`src/rpgd_pkg.sv`:
```
// Shared types and constants for the revolution period / rpm block.
package rpgd_pkg;

  localparam int unsigned DataW = 32;
  localparam int unsigned CntW = 5;
  localparam logic [DataW-1:0] CpmReset = 32'd960000000;

  typedef enum logic [1:0] {
    ST_IDLE,
    ST_UPDATE,
    ST_DIVIDE,
    ST_OUTPUT
  } rpgd_state_t;

  typedef struct packed {
    logic load;
    logic update;
    logic div_step;
    logic out_load;
  } rpgd_cmd_t;

  typedef struct packed {
    logic div_last;
    logic out_free;
  } rpgd_stat_t;

endpackage

```
`src/rpgd_if.sv`:
```
// Handshake channel interfaces for edge items and result items.
interface rpgd_in_if;
  import rpgd_pkg::*;
  logic             valid;
  logic             ready;
  logic [DataW-1:0] edge_stamp;
  modport source (output valid, output edge_stamp, input ready);
  modport sink (input valid, input edge_stamp, output ready);
endinterface

interface rpgd_out_if;
  import rpgd_pkg::*;
  logic             valid;
  logic             ready;
  logic [DataW-1:0] interval;
  logic [DataW-1:0] rev_period;
  logic [DataW-1:0] rpm;
  logic             rev_done;
  modport source (output valid, output interval, output rev_period, output rpm,
                  output rev_done, input ready);
  modport sink (input valid, input interval, input rev_period, input rpm,
                input rev_done, output ready);
endinterface

```
`src/rpgd_ctrl.sv`:
```
// Sequencing state machine: accept, update, divide, hand off the result.
module rpgd_ctrl (
  input  logic               clk,
  input  logic               rst,
  input  logic               in_valid,
  output logic               in_ready,
  input  rpgd_pkg::rpgd_stat_t stat,
  output rpgd_pkg::rpgd_cmd_t  cmd
);
  import rpgd_pkg::*;

  rpgd_state_t state;
  rpgd_state_t state_next;

  always_ff @(posedge clk) begin
    if (rst) begin
      state <= ST_IDLE;
    end else begin
      state <= state_next;
    end
  end

  always_comb begin
    state_next = state;
    cmd = '0;
    in_ready = 1'b0;
    case (state)
      ST_IDLE: begin
        in_ready = 1'b1;
        if (in_valid) begin
          cmd.load = 1'b1;
          state_next = ST_UPDATE;
        end
      end
      ST_UPDATE: begin
        cmd.update = 1'b1;
        state_next = ST_DIVIDE;
      end
      ST_DIVIDE: begin
        cmd.div_step = 1'b1;
        if (stat.div_last) begin
          state_next = ST_OUTPUT;
        end
      end
      ST_OUTPUT: begin
        if (stat.out_free) begin
          cmd.out_load = 1'b1;
          state_next = ST_IDLE;
        end
      end
      default: begin
        state_next = ST_IDLE;
      end
    endcase
  end

endmodule

```
`src/rpgd_dp.sv`:
```
// Datapath: edge state, gap test, saturating sum, serial divider, output register.
module rpgd_dp (
  input  logic                         clk,
  input  logic                         rst,
  input  logic                         cfg_wr_en,
  input  logic [rpgd_pkg::DataW-1:0]   cfg_wr_data,
  input  logic [rpgd_pkg::DataW-1:0]   edge_stamp,
  input  rpgd_pkg::rpgd_cmd_t          cmd,
  output rpgd_pkg::rpgd_stat_t         stat,
  output logic                         out_valid,
  input  logic                         out_ready,
  output logic [rpgd_pkg::DataW-1:0]   out_interval,
  output logic [rpgd_pkg::DataW-1:0]   out_rev_period,
  output logic [rpgd_pkg::DataW-1:0]   out_rpm,
  output logic                         out_rev_done
);
  import rpgd_pkg::*;

  logic [DataW-1:0] cpm;
  logic             seen_first;
  logic [DataW-1:0] last_stamp;
  logic [DataW-1:0] prev_interval;
  logic [DataW-1:0] running_sum;
  logic [DataW-1:0] held_period;
  logic [DataW-1:0] interval;
  logic             pair;
  logic             done;
  logic [DataW-1:0] divisor;
  logic [DataW-1:0] div_quo;
  logic [DataW-1:0] div_rem;
  logic [CntW-1:0]  div_cnt;

  logic [DataW:0]   sum_wide;
  logic [DataW-1:0] sum_sat;
  logic [DataW+1:0] prev_x3;
  logic [DataW+1:0] int_x2;
  logic             gap;
  logic [DataW-1:0] held_next;
  logic [DataW:0]   rem_sh;
  logic [DataW+1:0] diff;

  // gap test 3*prev < 2*interval, exact
  assign sum_wide  = {1'b0, running_sum} + {1'b0, interval};
  assign sum_sat   = sum_wide[DataW] ? '1 : sum_wide[DataW-1:0];
  assign prev_x3   = {2'b00, prev_interval} + {1'b0, prev_interval, 1'b0};
  assign int_x2    = {1'b0, interval, 1'b0};
  assign gap       = prev_x3 < int_x2;
  assign held_next = (pair && gap) ? sum_sat : held_period;

  // restoring divider, one quotient bit per cycle
  assign rem_sh = {div_rem, div_quo[DataW-1]};
  assign diff   = {1'b0, rem_sh} - {2'b00, divisor};

  assign stat.div_last = (div_cnt == '1);
  assign stat.out_free = !out_valid || out_ready;

  always_ff @(posedge clk) begin
    if (rst) begin
      cpm           <= CpmReset;
      seen_first    <= 1'b0;
      last_stamp    <= '0;
      prev_interval <= '0;
      running_sum   <= '0;
      held_period   <= '0;
      out_valid     <= 1'b0;
    end else begin
      if (cfg_wr_en) begin
        cpm <= cfg_wr_data;
      end
      if (cmd.load) begin
        last_stamp <= edge_stamp;
        seen_first <= 1'b1;
      end
      if (cmd.update && pair) begin
        prev_interval <= interval;
        held_period   <= held_next;
        running_sum   <= gap ? '0 : sum_sat;
      end
      if (cmd.out_load) begin
        out_valid <= 1'b1;
      end else if (out_ready) begin
        out_valid <= 1'b0;
      end
    end
  end

  always_ff @(posedge clk) begin
    if (cmd.load) begin
      interval <= seen_first ? (edge_stamp - last_stamp) : '0;
      pair     <= seen_first;
    end
    if (cmd.update) begin
      done    <= pair && gap;
      divisor <= held_next;
      div_quo <= cpm;
      div_rem <= '0;
      div_cnt <= '0;
    end else if (cmd.div_step) begin
      div_cnt <= div_cnt + 1'b1;
      if (!diff[DataW+1]) begin
        div_rem <= diff[DataW-1:0];
        div_quo <= {div_quo[DataW-2:0], 1'b1};
      end else begin
        div_rem <= rem_sh[DataW-1:0];
        div_quo <= {div_quo[DataW-2:0], 1'b0};
      end
    end
    if (cmd.out_load) begin
      out_interval   <= interval;
      out_rev_period <= divisor;
      out_rpm        <= (divisor == '0) ? '0 : div_quo;
      out_rev_done   <= done;
    end
  end

endmodule

```
`src/rev_period_gap_detect_rpm.sv`:
```
// Top level: revolution period and rpm from missing-tooth edge timestamps.
// Each edge item carries a 32-bit timestamp; the block reports the interval since the
// previous edge, the period of the last completed revolution (closed when an interval
// exceeds 1.5 times the previous one), rpm = counts_per_minute / period (0 for a zero
// period), and a flag for a closed revolution. An edge goes through these steps from
// acceptance to a ready result: the timestamp is captured at acceptance, then ST_UPDATE
// updates the revolution state, ST_DIVIDE runs the 32-bit bit-serial divider and
// ST_OUTPUT loads the output register once it is free. The input is accepted again in
// the cycle after the result loads, even while it waits to be taken, but not while an
// item is in progress; a result that is not taken holds the next item in the output
// stage. counts_per_minute resets to 960000000 and is written through cfg_wr_en.
module rev_period_gap_detect_rpm (
  input  logic                       clk,
  input  logic                       rst,
  input  logic                       cfg_wr_en,
  input  logic [rpgd_pkg::DataW-1:0] cfg_wr_data,
  rpgd_in_if.sink                    in_ch,
  rpgd_out_if.source                 out_ch
);
  import rpgd_pkg::*;

  rpgd_cmd_t  cmd;
  rpgd_stat_t stat;

  rpgd_ctrl u_ctrl (
    .clk      (clk),
    .rst      (rst),
    .in_valid (in_ch.valid),
    .in_ready (in_ch.ready),
    .stat     (stat),
    .cmd      (cmd)
  );

  rpgd_dp u_dp (
    .clk            (clk),
    .rst            (rst),
    .cfg_wr_en      (cfg_wr_en),
    .cfg_wr_data    (cfg_wr_data),
    .edge_stamp     (in_ch.edge_stamp),
    .cmd            (cmd),
    .stat           (stat),
    .out_valid      (out_ch.valid),
    .out_ready      (out_ch.ready),
    .out_interval   (out_ch.interval),
    .out_rev_period (out_ch.rev_period),
    .out_rpm        (out_ch.rpm),
    .out_rev_done   (out_ch.rev_done)
  );

`ifndef NO_ASSERTIONS
  a_accept_then_update: assert property (@(posedge clk) disable iff (rst)
    (in_ch.valid && in_ch.ready) |=> cmd.update)
    else $error("accepted item not followed by state update");

  a_busy_not_ready: assert property (@(posedge clk) disable iff (rst)
    (cmd.update || cmd.div_step) |-> !in_ch.ready)
    else $error("input ready while an item is in progress");

  a_no_overwrite: assert property (@(posedge clk) disable iff (rst)
    cmd.out_load |-> (!out_ch.valid || out_ch.ready))
    else $error("result register overwritten before taken");

  a_taken_clears: assert property (@(posedge clk) disable iff (rst)
    (out_ch.valid && out_ch.ready && !cmd.out_load) |=> !out_ch.valid)
    else $error("result item repeated");
`endif

endmodule
```
`src/flat_wrapper.sv`:
```
// flat-port wrapper written by rule: the top's interface ports become plain ports
module rev_period_gap_detect_rpm_flat import rpgd_pkg::*;
  (clk, rst, cfg_wr_en, cfg_wr_data, in_ch_valid, in_ch_edge_stamp, in_ch_ready, out_ch_valid, out_ch_interval, out_ch_rev_period, out_ch_rpm, out_ch_rev_done, out_ch_ready);
  rpgd_in_if in_ch_i ();
  rpgd_out_if out_ch_i ();
  input  logic clk;
  input  logic rst;
  input  logic cfg_wr_en;
  input  logic [rpgd_pkg::DataW-1:0] cfg_wr_data;
  input wire logic [$bits(in_ch_i.valid)-1:0] in_ch_valid;
  input wire logic [$bits(in_ch_i.edge_stamp)-1:0] in_ch_edge_stamp;
  output wire logic [$bits(in_ch_i.ready)-1:0] in_ch_ready;
  output wire logic [$bits(out_ch_i.valid)-1:0] out_ch_valid;
  output wire logic [$bits(out_ch_i.interval)-1:0] out_ch_interval;
  output wire logic [$bits(out_ch_i.rev_period)-1:0] out_ch_rev_period;
  output wire logic [$bits(out_ch_i.rpm)-1:0] out_ch_rpm;
  output wire logic [$bits(out_ch_i.rev_done)-1:0] out_ch_rev_done;
  input wire logic [$bits(out_ch_i.ready)-1:0] out_ch_ready;
  assign in_ch_i.valid = in_ch_valid;
  assign in_ch_i.edge_stamp = in_ch_edge_stamp;
  assign in_ch_ready = in_ch_i.ready;
  assign out_ch_valid = out_ch_i.valid;
  assign out_ch_interval = out_ch_i.interval;
  assign out_ch_rev_period = out_ch_i.rev_period;
  assign out_ch_rpm = out_ch_i.rpm;
  assign out_ch_rev_done = out_ch_i.rev_done;
  assign out_ch_i.ready = out_ch_ready;
  rev_period_gap_detect_rpm u_core (.clk(clk), .rst(rst), .cfg_wr_en(cfg_wr_en), .cfg_wr_data(cfg_wr_data), .in_ch(in_ch_i), .out_ch(out_ch_i));
endmodule
```
`config.mk`:
```
export PLATFORM = sky130hd
export DESIGN_NAME = rev_period_gap_detect_rpm_flat
export DESIGN_NICKNAME = d
export VERILOG_FILES = /design/src/rpgd_pkg.sv /design/src/rpgd_if.sv /design/src/rpgd_ctrl.sv /design/src/rpgd_dp.sv /design/src/rev_period_gap_detect_rpm.sv /design/src/flat_wrapper.sv
export SDC_FILE = /design/constraint.sdc
export NUM_CORES = 1
export LEC_CHECK = 0
export ABC_AREA = 1
export CAP_MARGIN = 25
export CELL_PAD_IN_SITES_DETAIL_PLACEMENT = 1
export CELL_PAD_IN_SITES_GLOBAL_PLACEMENT = 2
export CORE_MARGIN = 2
export CORE_UTILIZATION = 38
export DETAILED_ROUTE_END_ITERATION = 6
export DONT_BUFFER_PORTS = 1
export GPL_TIMING_DRIVEN = 0
export PLACE_DENSITY = 0.82
export SYNTH_ARGS = -nofsm -noshare
export SYNTH_HDL_FRONTEND = slang
export SYNTH_SLANG_ARGS = --single-unit
```
`constraint.sdc`:
```
create_clock -name clk -period 8.8 [get_ports clk]
set_clock_uncertainty 0.15 [all_clocks]
set_input_delay 1.32 -clock clk [delete_from_list [all_inputs] [get_ports clk]]
set_output_delay 1.32 -clock clk [all_outputs]
set_load 0.01 [all_outputs]
```
Word level (Yosys, flattened, before mapping) --
Index checks and enable logic that the tools add are counted.
Word-level totals: output and inout bits 99, bits in registers 396, latch bits 0, word-level logic and storage cells 61, RAM bits 0, ROM bits 0, input port bits 69, memories kept 0
Operators by class: reductions and logical operators 9, bitwise operators 0, shift operators 0, magnitude comparators 1, $mul 0, muxes and demuxes 20, equal/unequal tests 7, div/mod/pow operators 0, $add $sub $neg 5
Operators with widths (number):
- $mux 32 | 6
- $add 32x33->34 | 1
- $lt 34x33->1 | 1
- $sub 33x32->34 | 1
- $add 32x32->33 | 1
- $logic_not 32->1 | 1
- $sub 32x32->32 | 1
- $mux 1 | 10
- $pmux 2 s4 | 1
- $mux 2 | 3
- $add 5x1->5 const B | 1
- $eq 5x5->1 const B | 1
- $eq 2x2->1 const B | 2
- $ne 2x1->1 const B | 2
- $reduce_bool 2->1 | 2
- $reduce_and 3->1 | 1
- $eq 2x1->1 const B | 1
- $logic_and 1x1->1 | 2
- $logic_not 2->1 | 1
- $ne 2x2->1 const B | 1
- $logic_not 1->1 | 1
- $logic_or 1x1->1 | 1

Longest topological paths before layout --
Gate-level depths: netlist of the first run.
depth in word-level cells 5, depth in mapped cells 27

Hierarchy --
A second synthesis of the first run with hierarchy kept.
Second synthesis, totals: cell total of the unflattened synthesis 3145, area, all modules 23562.6 sq um
By module, submodules not included:
- rpgd_dp | times used 1, cells each 3116, area each 23361.2 sq um
- rpgd_ctrl | times used 1, cells each 29, area each 201.4 sq um

Worst setup path after synthesis of the first run --
No wires, ideal clock.
path kind input to register, start input port out_ch_ready, end register u_core.u_dp.out_interval[0] in the netlist's numbering (enable), data required time 8066 ps, setup time 584 ps, path slack 2047 ps, data arrival time 6018 ps, cell stages on the path 2, path through inv_1 -> a21oi_1
RTL lines:
- start, declared | line flat_wrapper.sv:18 | input wire logic [$bits(out_ch_i.ready)-1:0] out_ch_ready;
- end signal, assigned | line rpgd_dp.sv:109 | out_interval <= interval;
- end, declared | line rpgd_dp.sv:12 | output logic [rpgd_pkg::DataW-1:0] out_interval,

Worst setup path in the final report of the first run --
start register u_core.u_dp.prev_interval[1], end register u_core.u_dp.running_sum[16]
Between the ends: word-level cells in the longest chain between the ends 3
Ends and longest elaborated chain:
- start, declared | line rpgd_dp.sv:22 | logic [DataW-1:0] prev_interval;
- start signal, assigned | line rpgd_dp.sv:75 | prev_interval <= interval;
- $add 32x33->34 | line rpgd_dp.sv:45 | assign prev_x3 = {2'b00, prev_interval} + {1'b0, prev_interval, 1'b0};
- $lt 34x33->1 | line rpgd_dp.sv:47 | assign gap = prev_x3 < int_x2;
- $mux 32 | line rpgd_dp.sv:77 | running_sum <= gap ? '0 : sum_sat;
- end signal, assigned | line rpgd_dp.sv:77
- end, declared | line rpgd_dp.sv:23 | logic [DataW-1:0] running_sum;
Every way passes these cells. A chain may end at the register's enable or synchronous reset.

==> key figures, run 1 <==
Critical path
  – Critical path class: reg2reg
  – Worst Setup End Kind: register
  – Critical Path Max Stage Delay: 0.40 ns
  – Slowest-stage cell, CP: fa_1
  – Worst Setup Start Kind: register
  – Data required, critical path: 9.16 ns
  – CP cell instances: ha_1 > inv_1 > fa_1 > inv_1 > nand3_1 > nand2_1 > nand2_1 > nand2_1 > a21oi_1 > o21ai_0 > a21boi_0 > o21ai_0 > xor2_1 > ha_1 > nand4_1 > nor3_1 > nand2_1 > nand2_1 > nand3_2 > nand2_2 > buf_4 > nand3_1 > a21oi_1
  – Crit Path Max Fanout: 10
  – Cell mode on critical path: nand2_1
  – CP Data Arrival Time: approximately 5.2 ns

Route
  – Via count: 21300
  – Vias per cell: 5.18
  – Post-route ant nets: 0
  – Drt pass-1 iters: 5
  – Final wirelength: 80.3 mm
  – Avg WL per Cell: 19.6 microns
  – DRC viols: 0
  – First DRT Iteration DRCs: 1013

GRT
  – Global route overflow: 0
  – Number of global-route vias before repair: 22100
  – Antenna violations before repair: 0
  – Largest net degree at the start of global routing: 33
  – First-pass GRT wire length: 125 mm
  – Total track usage: 0.250

Clock network
  – # clock sinks: 396
  – # resized after CTS: 0
  – Clock Tree Root: clkbuf_16
  – Longest Clk Path Bufs: 3
  – Clock latency on the worst-skew pair: approximately 0.61 ns
  – Clock slew at reported path FFs: 0.06 ns
  – CTS tree: done
  – Number of CTS-inserted buffers: 46
  – Max H-tree Level: 2
  – Hold Buf Count CTS: 0
  – Post-CTS setup repair buffer count: 0

STA
  – Max Slew Vio Count: 0
  – Final hold violations: 0
  – Slew @ Worst Pin: 0.966 ns
  – Slew margin rel.: 0.356
  – Post-route clock period utilization: 0.550
  – Tmin final: ~4.8 ns
  – Worst hold margin: ~0.28 ns
  – Highest clock rate: slightly above 200 MHz
  – Final setup violation count: 0
  – Worst Setup Slack, final: 3.96 ns
  – RSZ-0062 raised after global routing: false

Placed design
  – Placed Cells: 4018
  – Gpl congestion: 0.914
  – HPWL Detailed: about 65 mm
  – Pre-CTS setup slack: 3.98 ns
  – Port buffer count: 0
  – DP Area: 25000 sq um

Logic synthesis
  – Largest family of logic cells by synthesized area: simple AND/OR/NAND/NOR gates
  – Synth Area in Simple Gates: 0.249
  – Register bit total from synthesis: roughly 400
  – Synth warn: 0
  – Asr flop ratio synth: 0
  – Cell area after synthesis: 23800 sq um
  – Compound-gate portion of the synthesized area: 0.131
  – Register area share after synthesis: 0.416
  – Post-synth EDFFs: 195
  – Distinct cells, synth: ~50
  – Mux contribution to synthesized area: 0.000474
  – Syn Nets: 3411
  – Synth Area in Adders: 0.0898
  – Top cells by area, synth: edfxtp_1, dfxtp_1, nand2_1
  – Post-synthesis xor/xnor area fraction: 0.0229
  – Top_reg_cell synth: dfxtp_1
  – Avg Inst Size Synth: 7.48 sq um
  – Area leader, netlist: edfxtp_1
  – Synth top area share: 0.247
  – Synthesized instance count: around 3200
  – Most frequent cells after synthesis: nand2_1, inv_1, nor2_1
  – Count leader, synth: nand2_1

Floorplanning
  – Die area: about 65000 sq um
  – I/O pins: around 170
  – Initial Util: 0.385
  – Height of the die: 254 microns
  – Core Area: 61700 sq um
  – Row cnt: 91
  – Die width: between 200 and 300 microns

Power
  – Clock share of power: 0.244
  – P_int: a little under 5 mW
  – Switch Pwr: 3.52 mW
  – Gate power share: 0.402
  – Reg power frac: 0.354
  – Worst VDD drop: about 0.16 mV
  – Leakage power: 12.2 nW
  – Switching Fraction: 0.422
  – P per Cell Area: 314 nW/um^2

Final layout
  – Area of the multi-input gates: 11700 sq um
  – Area grow syn2layout: 11.9%
  – Final nets: 3467
  – Fill count: 7661
  – Non-Filler Instances: 4106
  – Post-route cell area: 26600 sq um
  – Sequential cell area: 9880 sq um
  – Share of post-route cells with drive strength above 1: 0.0407

Status
  – Status: finished clean

Min path
  – Hold Crit Class: reg2reg

Run
  – Max-cap violations: 0
## cell usage in the layout, fill, tap and decap left out, types with 10 or more instances in the layout
cell	count
nor2_1	315
and2_1	10
edfxtp_1	195
nand3_1	192
ha_1	164
nand4_1	54
nand2_1	759
o21bai_1	17
nand2_2	13
xor2_1	35
o211ai_1	20
a21oi_1	284
clkbuf_1	79
a21o_1	18
nor3_1	27
inv_1	459
buf_2	14
a21boi_0	10
dfxtp_1	201
xnor2_1	27
o21ai_0	196
clkbuf_16	46
## registers in the layout, indices dropped and copies added (netlist names)
| signal | cells |
|---|---|
| u_core.u_ctrl.state | 2 |
| u_core.u_dp.cpm | 32 |
| u_core.u_dp.div_cnt | 5 |
| u_core.u_dp.div_quo | 32 |
| u_core.u_dp.div_rem | 32 |
| u_core.u_dp.divisor | 32 |
| u_core.u_dp.done | 1 |
| u_core.u_dp.held_period | 32 |
| u_core.u_dp.interval | 32 |
| u_core.u_dp.last_stamp | 32 |
| u_core.u_dp.out_interval | 32 |
| u_core.u_dp.out_rev_done | 1 |
| u_core.u_dp.out_rev_period | 32 |
| u_core.u_dp.out_rpm | 32 |
| u_core.u_dp.out_valid | 1 |
| u_core.u_dp.pair | 1 |
| u_core.u_dp.prev_interval | 32 |
| u_core.u_dp.running_sum | 32 |
| u_core.u_dp.seen_first | 1 |
## final cells by class
type | instances | area share
Multi-Input combinational cell | 2215 | 0.441
Sequential cell | 396 | 0.372
Inverter | 466 | 0.0658
Clock buffer | 56 | 0.0447
Tap cell | 837 | 0.0394
Buffer | 97 | 0.0158
Clock inverter | 30 | 0.0150
Timing Repair Buffer | 8 | 0.00636
Antenna cell | 1 | 0.0000942
## through the flow
step	utilization	power, mW	setup TNS, ns
finish	0.431	8.34	0
global placement	0.402	6.18	-39.05
floorplan	-	5.12	0
global route	0.431	8.94	0
detailed placement	0.405	6.33	0
CTS	0.430	8.41	0
## worst max-delay path, delay by kind of cell, from the launching register on
| kind | cells | cell delay (ns) |
|---|---|---|
| AO/OA/AOI/OAI | 5 | 1.28 |
| XOR/XNOR | 1 | 0.11 |
| adder cells (fa/ha/maj) | 3 | 0.89 |
| AND/OR/NAND/NOR | 11 | 1.58 |
| flip-flops | 1 | 0.37 |
| buffers and inverters | 3 | 0.36 |
## path summary, 6_finish.rpt
check / endpoint / slack [ns] / start / cells after the start
setup / recovery: u_core.u_dp.running_sum[16] / 3.96 / u_core.u_dp.prev_interval[1] / 23
hold / removal: u_core.u_dp.out_rev_done / 0.28 / u_core.u_dp.done / 0
setup reg to reg: u_core.u_dp.running_sum[16] / 3.96 / u_core.u_dp.prev_interval[1] / 23
hold reg to reg: u_core.u_dp.out_rev_done / 0.28 / u_core.u_dp.done / 0
## power groups by stage
stage | clock network (mW) | registers (mW) | logic (mW)
6_report | 2.03 | 2.95 | 3.36
5_1_grt | 2.14 | 2.99 | 3.80
4_1_cts | 2.08 | 2.96 | 3.37
3_5_place_dp | 0 | 2.99 | 3.35
3_3_place_gp | 0 | 3.01 | 3.17
2_1_floorplan | 0 | 2.78 | 2.34
## metal layers
metal,global-route usage,share of wire
met3,0.0406,0.044
met1,0.321,0.45
met5,0,0
met4,0.0812,0.031
met2,0.426,0.47
## logic make-up (layout without fill, tap and decap cells)
kind of cell / Yosys count / in the layout
and+or+nand+nor: 1409 / 1409
AOI/OAI and AO/OA: 575 / 575
buffers and inverters: 563 / 657
DFF: 396 / 396
adders and majority gates: 168 / 168
xor gates and xnor gates: 62 / 62
muxes: 1 / 1
other: 0 / 1
Note: power is estimated with default switching activity, not from simulation.
==> inputs of run 2 (changes only) <==
==> constraint.sdc (replaced) <==
create_clock -name clk -period 5.05 [get_ports clk]
set_clock_uncertainty 0.15 [all_clocks]
set_input_delay 0.7575 -clock clk [delete_from_list [all_inputs] [get_ports clk]]
set_output_delay 0.7575 -clock clk [all_outputs]
set_load 0.01 [all_outputs]
==> key figures, run 2 (same netlist as run 1, synthesis figures left out) <==
Status
  – Status: finished clean

Route
  – Post-route ant nets: 0 (unchanged)
  – Via count: 21100 (-0.74%)
  – Final wirelength: 80.2 mm (about the same)
  – Avg WL per Cell: 19.5 microns (about the same)
  – Vias per cell: 5.15 (-0.69%)
  – DRC viols: 0 (unchanged)
  – Drt pass-1 iters: 5 (unchanged)
  – First DRT Iteration DRCs: 1187 (+17%)

Critical path
  – Slowest-stage cell, CP: fa_1
  – R2R Setup Slk: 0.39 ns (-3.57 ns)
  – Worst Setup End Kind: register
  – Cell mode on critical path: nand2_1
  – Buf/Inv on CP: 4 (+1)
  – Data required, critical path: 5.40 ns (-3.76 ns)
  – R2R cell count: 24 (+4.3%)
  – Worst path depth: 24 (+4.3%)
  – Worst Setup Start Kind: register
  – Critical Path Max Stage Delay: 0.39 ns (about the same)
  – Crit Path Max Fanout: 10 (unchanged)
  – Cell family with most CP delay: simple AND/OR/NAND/NOR gates
  – CP Data Arrival Time: 5.01 ns (-0.20 ns)
  – Reg2reg start: u_core.u_dp.prev_interval[1]
  – FF-to-FF End: u_core.u_dp.held_period[2]
  – Critical Path Sink: u_core.u_dp.held_period[2]
  – CP cell instances: ha_1 > inv_1 > fa_1 > inv_1 > nand3_1 > nand2_1 > nand2_1 > nand2_1 > a21oi_2 > o21ai_1 > a21boi_0 > o21ai_0 > xor2_1 > ha_1 > nand4_1 > nor3_1 > nand2_1 > nand2_1 > nand3_2 > buf_2 > nand4_1 > nand3_1 > nand2_1 > inv_1
  – Worst setup path startpoint: u_core.u_dp.prev_interval[1]
  – Critical path class: reg2reg

Placed design
  – HPWL Detailed: 64.7 mm (+0.11%)
  – Placed Cells: 4017 (-0.025%)
  – Port buffer count: 0 (unchanged)
  – DP Area: 24900 sq um (-0.14%)
  – Gpl congestion: 0.896 (-2.0%)

Final layout
  – Fin util: 0.431 (+0.000446)
  – Non-Filler Instances: 4104 (-0.049%)
  – Area grow syn2layout: 12.0%
  – Most frequent cells in the layout: nand2_1, inv_1, nor2_1, a21oi_1, dfxtp_1
  – Most common cell after layout, fill and taps aside: nand2_1
  – Share of post-route cells with drive strength above 1: 0.0426 (+0.00186)
  – Final nets: 3465 (-0.058%)
  – Post-route cell area: 26600 sq um (+0.10%)

STA
  – Highest clock rate: 214 MHz (+3.9%)
  – Slew margin rel.: 0.405 (+0.0491)
  – Max Slew Vio Count: 0 (unchanged)
  – Post-route clock period utilization: 0.923 (+0.373)
  – Final hold violations: 0 (unchanged)
  – Tmin final: 4.66 ns (-0.180 ns)
  – Slew @ Worst Pin: 0.891 ns (-0.0756 ns)
  – Final setup violation count: 0 (unchanged)
  – RSZ-0062 raised after global routing: false

Clock network
  – Clock latency on the worst-skew pair: 0.59 ns (-0.02 ns)
  – Number of CTS-inserted buffers: 46 (unchanged)
  – Longest Clk Path Bufs: 3 (unchanged)
  – Clock slew at reported path FFs: 0.06 ns (about the same)
  – CTS tree: done
  – Max H-tree Level: 2 (unchanged)
  – Clock Tree Root: clkbuf_16
  – # clock sinks: 396 (unchanged)
  – Hold Buf Count CTS: 0 (unchanged)

Floorplanning
  – Initial Util: 0.385 (unchanged)
  – Core Area: 61700 sq um (unchanged)
  – Die width: 254 microns (unchanged)
  – Die area: 64500 sq um (unchanged)
  – I/O pins: 168 (unchanged)
  – Row cnt: 91 (unchanged)
  – Height of the die: 254 microns (unchanged)

GRT
  – Antenna violations before repair: 0 (unchanged)
  – Number of global-route vias before repair: 21800 (-1.4%)
  – Largest net degree at the start of global routing: 37 (+12%)
  – Total track usage: 0.248 (-0.00128)
  – Global route overflow: 0 (unchanged)
  – First-pass GRT wire length: 124 mm (-0.85%)

Power
  – Leakage power: 12.2 nW (+0.12%)
  – Worst VDD drop: 0.244 mV (+56%)
  – P per Cell Area: 550 nW/um^2 (+75%)

Run
  – Max-cap violations: 0 (unchanged)

Min path
  – Hold Crit Class: in2reg
-- run 2: changes by cell type in the layout (fill, tap and decap cells not counted), sizes merged --
cell / change
clkinv: -7
inv: +3
buf: -2
bufinv: +2
clkbuf: +2
-- run 2: repair_timing --
item	CTS	global route
setup buffers	0	0
gates resized for setup	0	5
setup endpoints to repair	0	95
-- run 2: through the flow --
stage / total power, mW / setup WS, ns / hold WS, ns / TNS (ns)
global placement: 10.7 / -0.622 / 0.290 / -59.51
finish: 14.6 / 0.388 / 0.155 / 0
detailed placement: 11.0 / 0.140 / 0.300 / 0
global route: 15.7 / 0.0187 / 0.151 / 0
floorplan: 8.92 / 0.825 / 0.250 / 0
CTS: 14.8 / 0.119 / 0.125 / 0
-- run 2: final cells by class --
class                      count  area, sq um
inverter                     466         1750
clock inverter                28          420
timing repair buffer           6          114
tap                          837         1050
buffer                        97          419
multi-input combinational   2215        11700
clock buffer                  58         1240
antenna                        1         2.50
fill                        7663        35100
sequential                   396         9880
-- run 2: worst min path at each step --
stage                                     to  cells past startpoint  slack (ns)                 from
floorplan           u_core.u_dp.out_rev_done                      0        0.25     u_core.u_dp.done
global placement         u_core.u_dp.cpm[29]                      2        0.29  u_core.u_dp.cpm[29]
detailed placement       u_core.u_dp.cpm[24]                      2        0.30  u_core.u_dp.cpm[24]
CTS                      u_core.u_dp.cpm[20]                      2        0.13      cfg_wr_data[20]
global route             u_core.u_dp.cpm[21]                      2        0.15      cfg_wr_data[21]
finish                   u_core.u_dp.cpm[19]                      2        0.15      cfg_wr_data[19]
-- run 2: routing by layer --
metal / vias up / track usage / share of wire
li1: 10500 / - / -
met4: 0 / 0.0879 / 0.035
met3: 108 / 0.0370 / 0.042
met2: 349 / 0.420 / 0.47
met1: 10100 / 0.322 / 0.46
met5: - / 0 / 0
-- run 2: where the power goes --
| group | total [mW] | internal, mW | switching [mW] |
|---|---|---|---|
| combinational | 5.80 | 1.84 | 3.96 |
| clock | 3.68 | 2.26 | 1.42 |
| sequential | 5.16 | 4.45 | 0.706 |
==> inputs of run 3 (changes only) <==
--- a/config.mk
+++ b/config.mk
@@ -9,12 +9,13 @@
 export CAP_MARGIN = 25
 export CELL_PAD_IN_SITES_DETAIL_PLACEMENT = 1
 export CELL_PAD_IN_SITES_GLOBAL_PLACEMENT = 2
+export CORE_ASPECT_RATIO = 0.7
 export CORE_MARGIN = 2
 export CORE_UTILIZATION = 38
 export DETAILED_ROUTE_END_ITERATION = 6
 export DONT_BUFFER_PORTS = 1
 export GPL_TIMING_DRIVEN = 0
-export PLACE_DENSITY = 0.82
+export PLACE_DENSITY = 0.93
 export SYNTH_ARGS = -nofsm -noshare
 export SYNTH_HDL_FRONTEND = slang
 export SYNTH_SLANG_ARGS = --single-unit
==> key figures, run 3 (same netlist as run 1, synthesis figures left out) <==
Floorplanning
  – I/O pins: 168 (unchanged)
  – Die width: 303 microns (+19%)
  – Height of the die: 213 microns (-16%)
  – Die area: 64600 sq um (about the same)
  – Initial Util: 0.385 (+0.000578)
  – Core Area: 61600 sq um (-0.15%)
  – Row cnt: 76 (-16%)

Power
  – P per Cell Area: 557 nW/um^2 (+1.3%)
  – Leakage power: 12.1 nW (-0.52%)
  – Worst VDD drop: 0.256 mV (+5.1%)

Placed design
  – Gpl congestion: 0.988 (+10%)
  – Pre-CTS setup slack: -0.156 ns (-0.296 ns)
  – Port buffer count: 0 (unchanged)
  – HPWL Detailed: 70.5 mm (+9.1%)
  – Placed Cells: 3999 (-0.45%)

Clock network
  – CTS tree: done
  – # clock sinks: 396 (unchanged)
  – Max H-tree Level: 2 (unchanged)
  – Clock latency on the worst-skew pair: 0.62 ns (+0.03 ns)
  – Longest Clk Path Bufs: 3 (unchanged)
  – Clock slew at reported path FFs: 0.06 ns (about the same)
  – Post-CTS setup repair buffer count: 0 (unchanged)
  – Hold Buf Count CTS: 0 (unchanged)
  – Number of CTS-inserted buffers: 43 (-6.5%)
  – Clock Tree Root: clkbuf_16

Route
  – Avg WL per Cell: 21.8 microns (+12%)
  – Final wirelength: 89.1 mm (+11%)
  – Vias per cell: 5.42 (+5.4%)
  – DRC viols: 0 (unchanged)
  – Post-route ant nets: 0 (unchanged)
  – Via count: 22100 (+4.8%)
  – Drt pass-1 iters: 5 (unchanged)
  – First DRT Iteration DRCs: 1910 (+61%)

Critical path
  – CP Data Arrival Time: 4.97 ns (-0.04 ns)
  – Critical Path Max Stage Delay: 0.45 ns (+0.06 ns)
  – Buf/Inv on CP: 3 (-1)
  – Worst Setup End Kind: register
  – Data required, critical path: 5.26 ns (-0.14 ns)
  – Cell family with most CP delay: simple AND/OR/NAND/NOR gates
  – Cell mode on critical path: nand2_1
  – CP cell instances: ha_1 > inv_1 > fa_1 > inv_1 > nand3_1 > nand2_1 > nand2_1 > nand2_1 > a21oi_2 > o2111ai_1 > nand2_1 > nand2_1 > xor2_1 > ha_1 > a21o_1 > a21oi_1 > nand3_2 > nor2_8 > nand3_4 > buf_6 > nand2_1 > nand2_1
  – R2R Setup Slk: 0.28 ns (-0.10 ns)
  – Crit Path Max Fanout: 10 (unchanged)
  – Critical path class: reg2reg
  – Worst Setup Start Kind: register
  – Slowest-stage cell, CP: o2111ai_1

Status
  – Status: finished clean

STA
  – Tmin final: 4.77 ns (+0.105 ns)
  – Slew margin rel.: 0.265 (-0.140)
  – Final hold violations: 0 (unchanged)
  – Highest clock rate: 210 MHz (-2.2%)
  – Setup TNS: 0 ns (unchanged)
  – Post-route clock period utilization: 0.944 (+0.0207)
  – Slew @ Worst Pin: 1.10 ns (+0.212 ns)
  – Worst Setup Slack, final: 0.283 ns (-0.105 ns)
  – Worst hold margin: 0.125 ns (-0.0296 ns)
  – RSZ-0062 raised after global routing: false
  – Final setup violation count: 0 (unchanged)
  – Max Slew Vio Count: 0 (unchanged)

Final layout
  – Fin util: 0.429 (-0.00167)
  – Most frequent cells in the layout: nand2_1, inv_1, nor2_1, a21oi_1, dfxtp_1
  – Fill count: 7738 (+0.98%)
  – Most common cell after layout, fill and taps aside: nand2_1
  – Non-Filler Instances: 4082 (-0.54%)
  – Area grow syn2layout: 11.4%
  – Share of post-route cells with drive strength above 1: 0.0414 (-0.00117)
  – Final nets: 3464 (-0.029%)

Run
  – Max-cap violations: 0 (unchanged)

GRT
  – Number of global-route vias before repair: 22200 (+1.5%)
  – Largest net degree at the start of global routing: 37 (unchanged)
  – Global route overflow: 0 (unchanged)
  – First-pass GRT wire length: 134 mm (+8.3%)
  – Antenna violations before repair: 3 (+3)
  – Total track usage: 0.274 (+0.0256)

Min path
  – Hold Crit Class: in2reg
run 3: cell types whose count changed in the layout (fill, tap and decap cells not counted), moves of 2 or more:
cell	before	now
a21boi_1	0	2
clkinv_4	2	0
a21boi_0	10	8
clkbuf_8	2	4
bufinv_16	10	6
clkbuf_16	47	44
run 3: worst register-to-register path, cell delays in order (launching register included):
cell,delay [ns]
dfxtp_1,0.38
ha_1,0.20
inv_1,0.06
fa_1,0.40
inv_1,0.08
nand3_1,0.06
nand2_1,0.15
nand2_1,0.07
nand2_1,0.22
a21oi_2,0.18
o2111ai_1,0.45
nand2_1,0.15
nand2_1,0.12
xor2_1,0.16
ha_1,0.27
a21o_1,0.16
a21oi_1,0.19
nand3_2,0.16
nor2_8,0.28
nand3_4,0.22
buf_6,0.23
nand2_1,0.09
nand2_1,0.09
run 3: area by class of cell:
type / count / area (sq um) / share of cell area
repair buffers: 8 / 124 / 0.00468
flip-flops and latches: 396 / 9880 / 0.373
inverters: 466 / 1750 / 0.0661
multi-input cells: 2215 / 11800 / 0.444
clock inverters: 23 / 320 / 0.0121
plain buffers: 97 / 419 / 0.0158
well taps: 819 / 1020 / 0.0387
diodes: 1 / 2.50 / 0.0000946
clock buffers: 57 / 1190 / 0.0450
run 3: path summary, 6_finish.rpt:
kind,end,start,cells after the start
worst max-delay path,u_core.u_dp.divisor[5],u_core.u_dp.prev_interval[1],22
worst min-delay path,u_core.u_dp.cpm[20],cfg_wr_data[20],2
worst max register to register,u_core.u_dp.divisor[5],u_core.u_dp.prev_interval[1],22
worst min register to register,u_core.u_dp.last_stamp[3],u_core.u_dp.last_stamp[3],2
run 3: timing repair:
action / CTS / global route
resized for setup: 3 / 6
pin swaps: 0 / 0
endpoints found under the setup margin: 52 / 97
run 3: per-layer routing:
metal / track usage / routed length, microns
met1: 0.417 / 44200
met4: 0.0530 / 1390
met5: 0 / 0
met3: 0.0753 / 8100
met2: 0.382 / 35300
run 3: power by group:
group | switching (mW) | leakage, nW | internal, mW
Clock | 1.48 | 0.737 | 1.99
Combinational | 4.27 | 7.90 | 1.84
Sequential | 0.710 | 3.47 | 4.45
Total | 6.46 | 12.1 | 8.29
run 3: per-stage QoR:
step           power, mW  area, sq um
2_1_floorplan       8.92        23800
3_3_place_gp        10.8        24800
3_5_place_dp        11.1        24900
4_1_cts             14.7        26400
5_1_grt             15.7        26500
6_report            14.7        26500
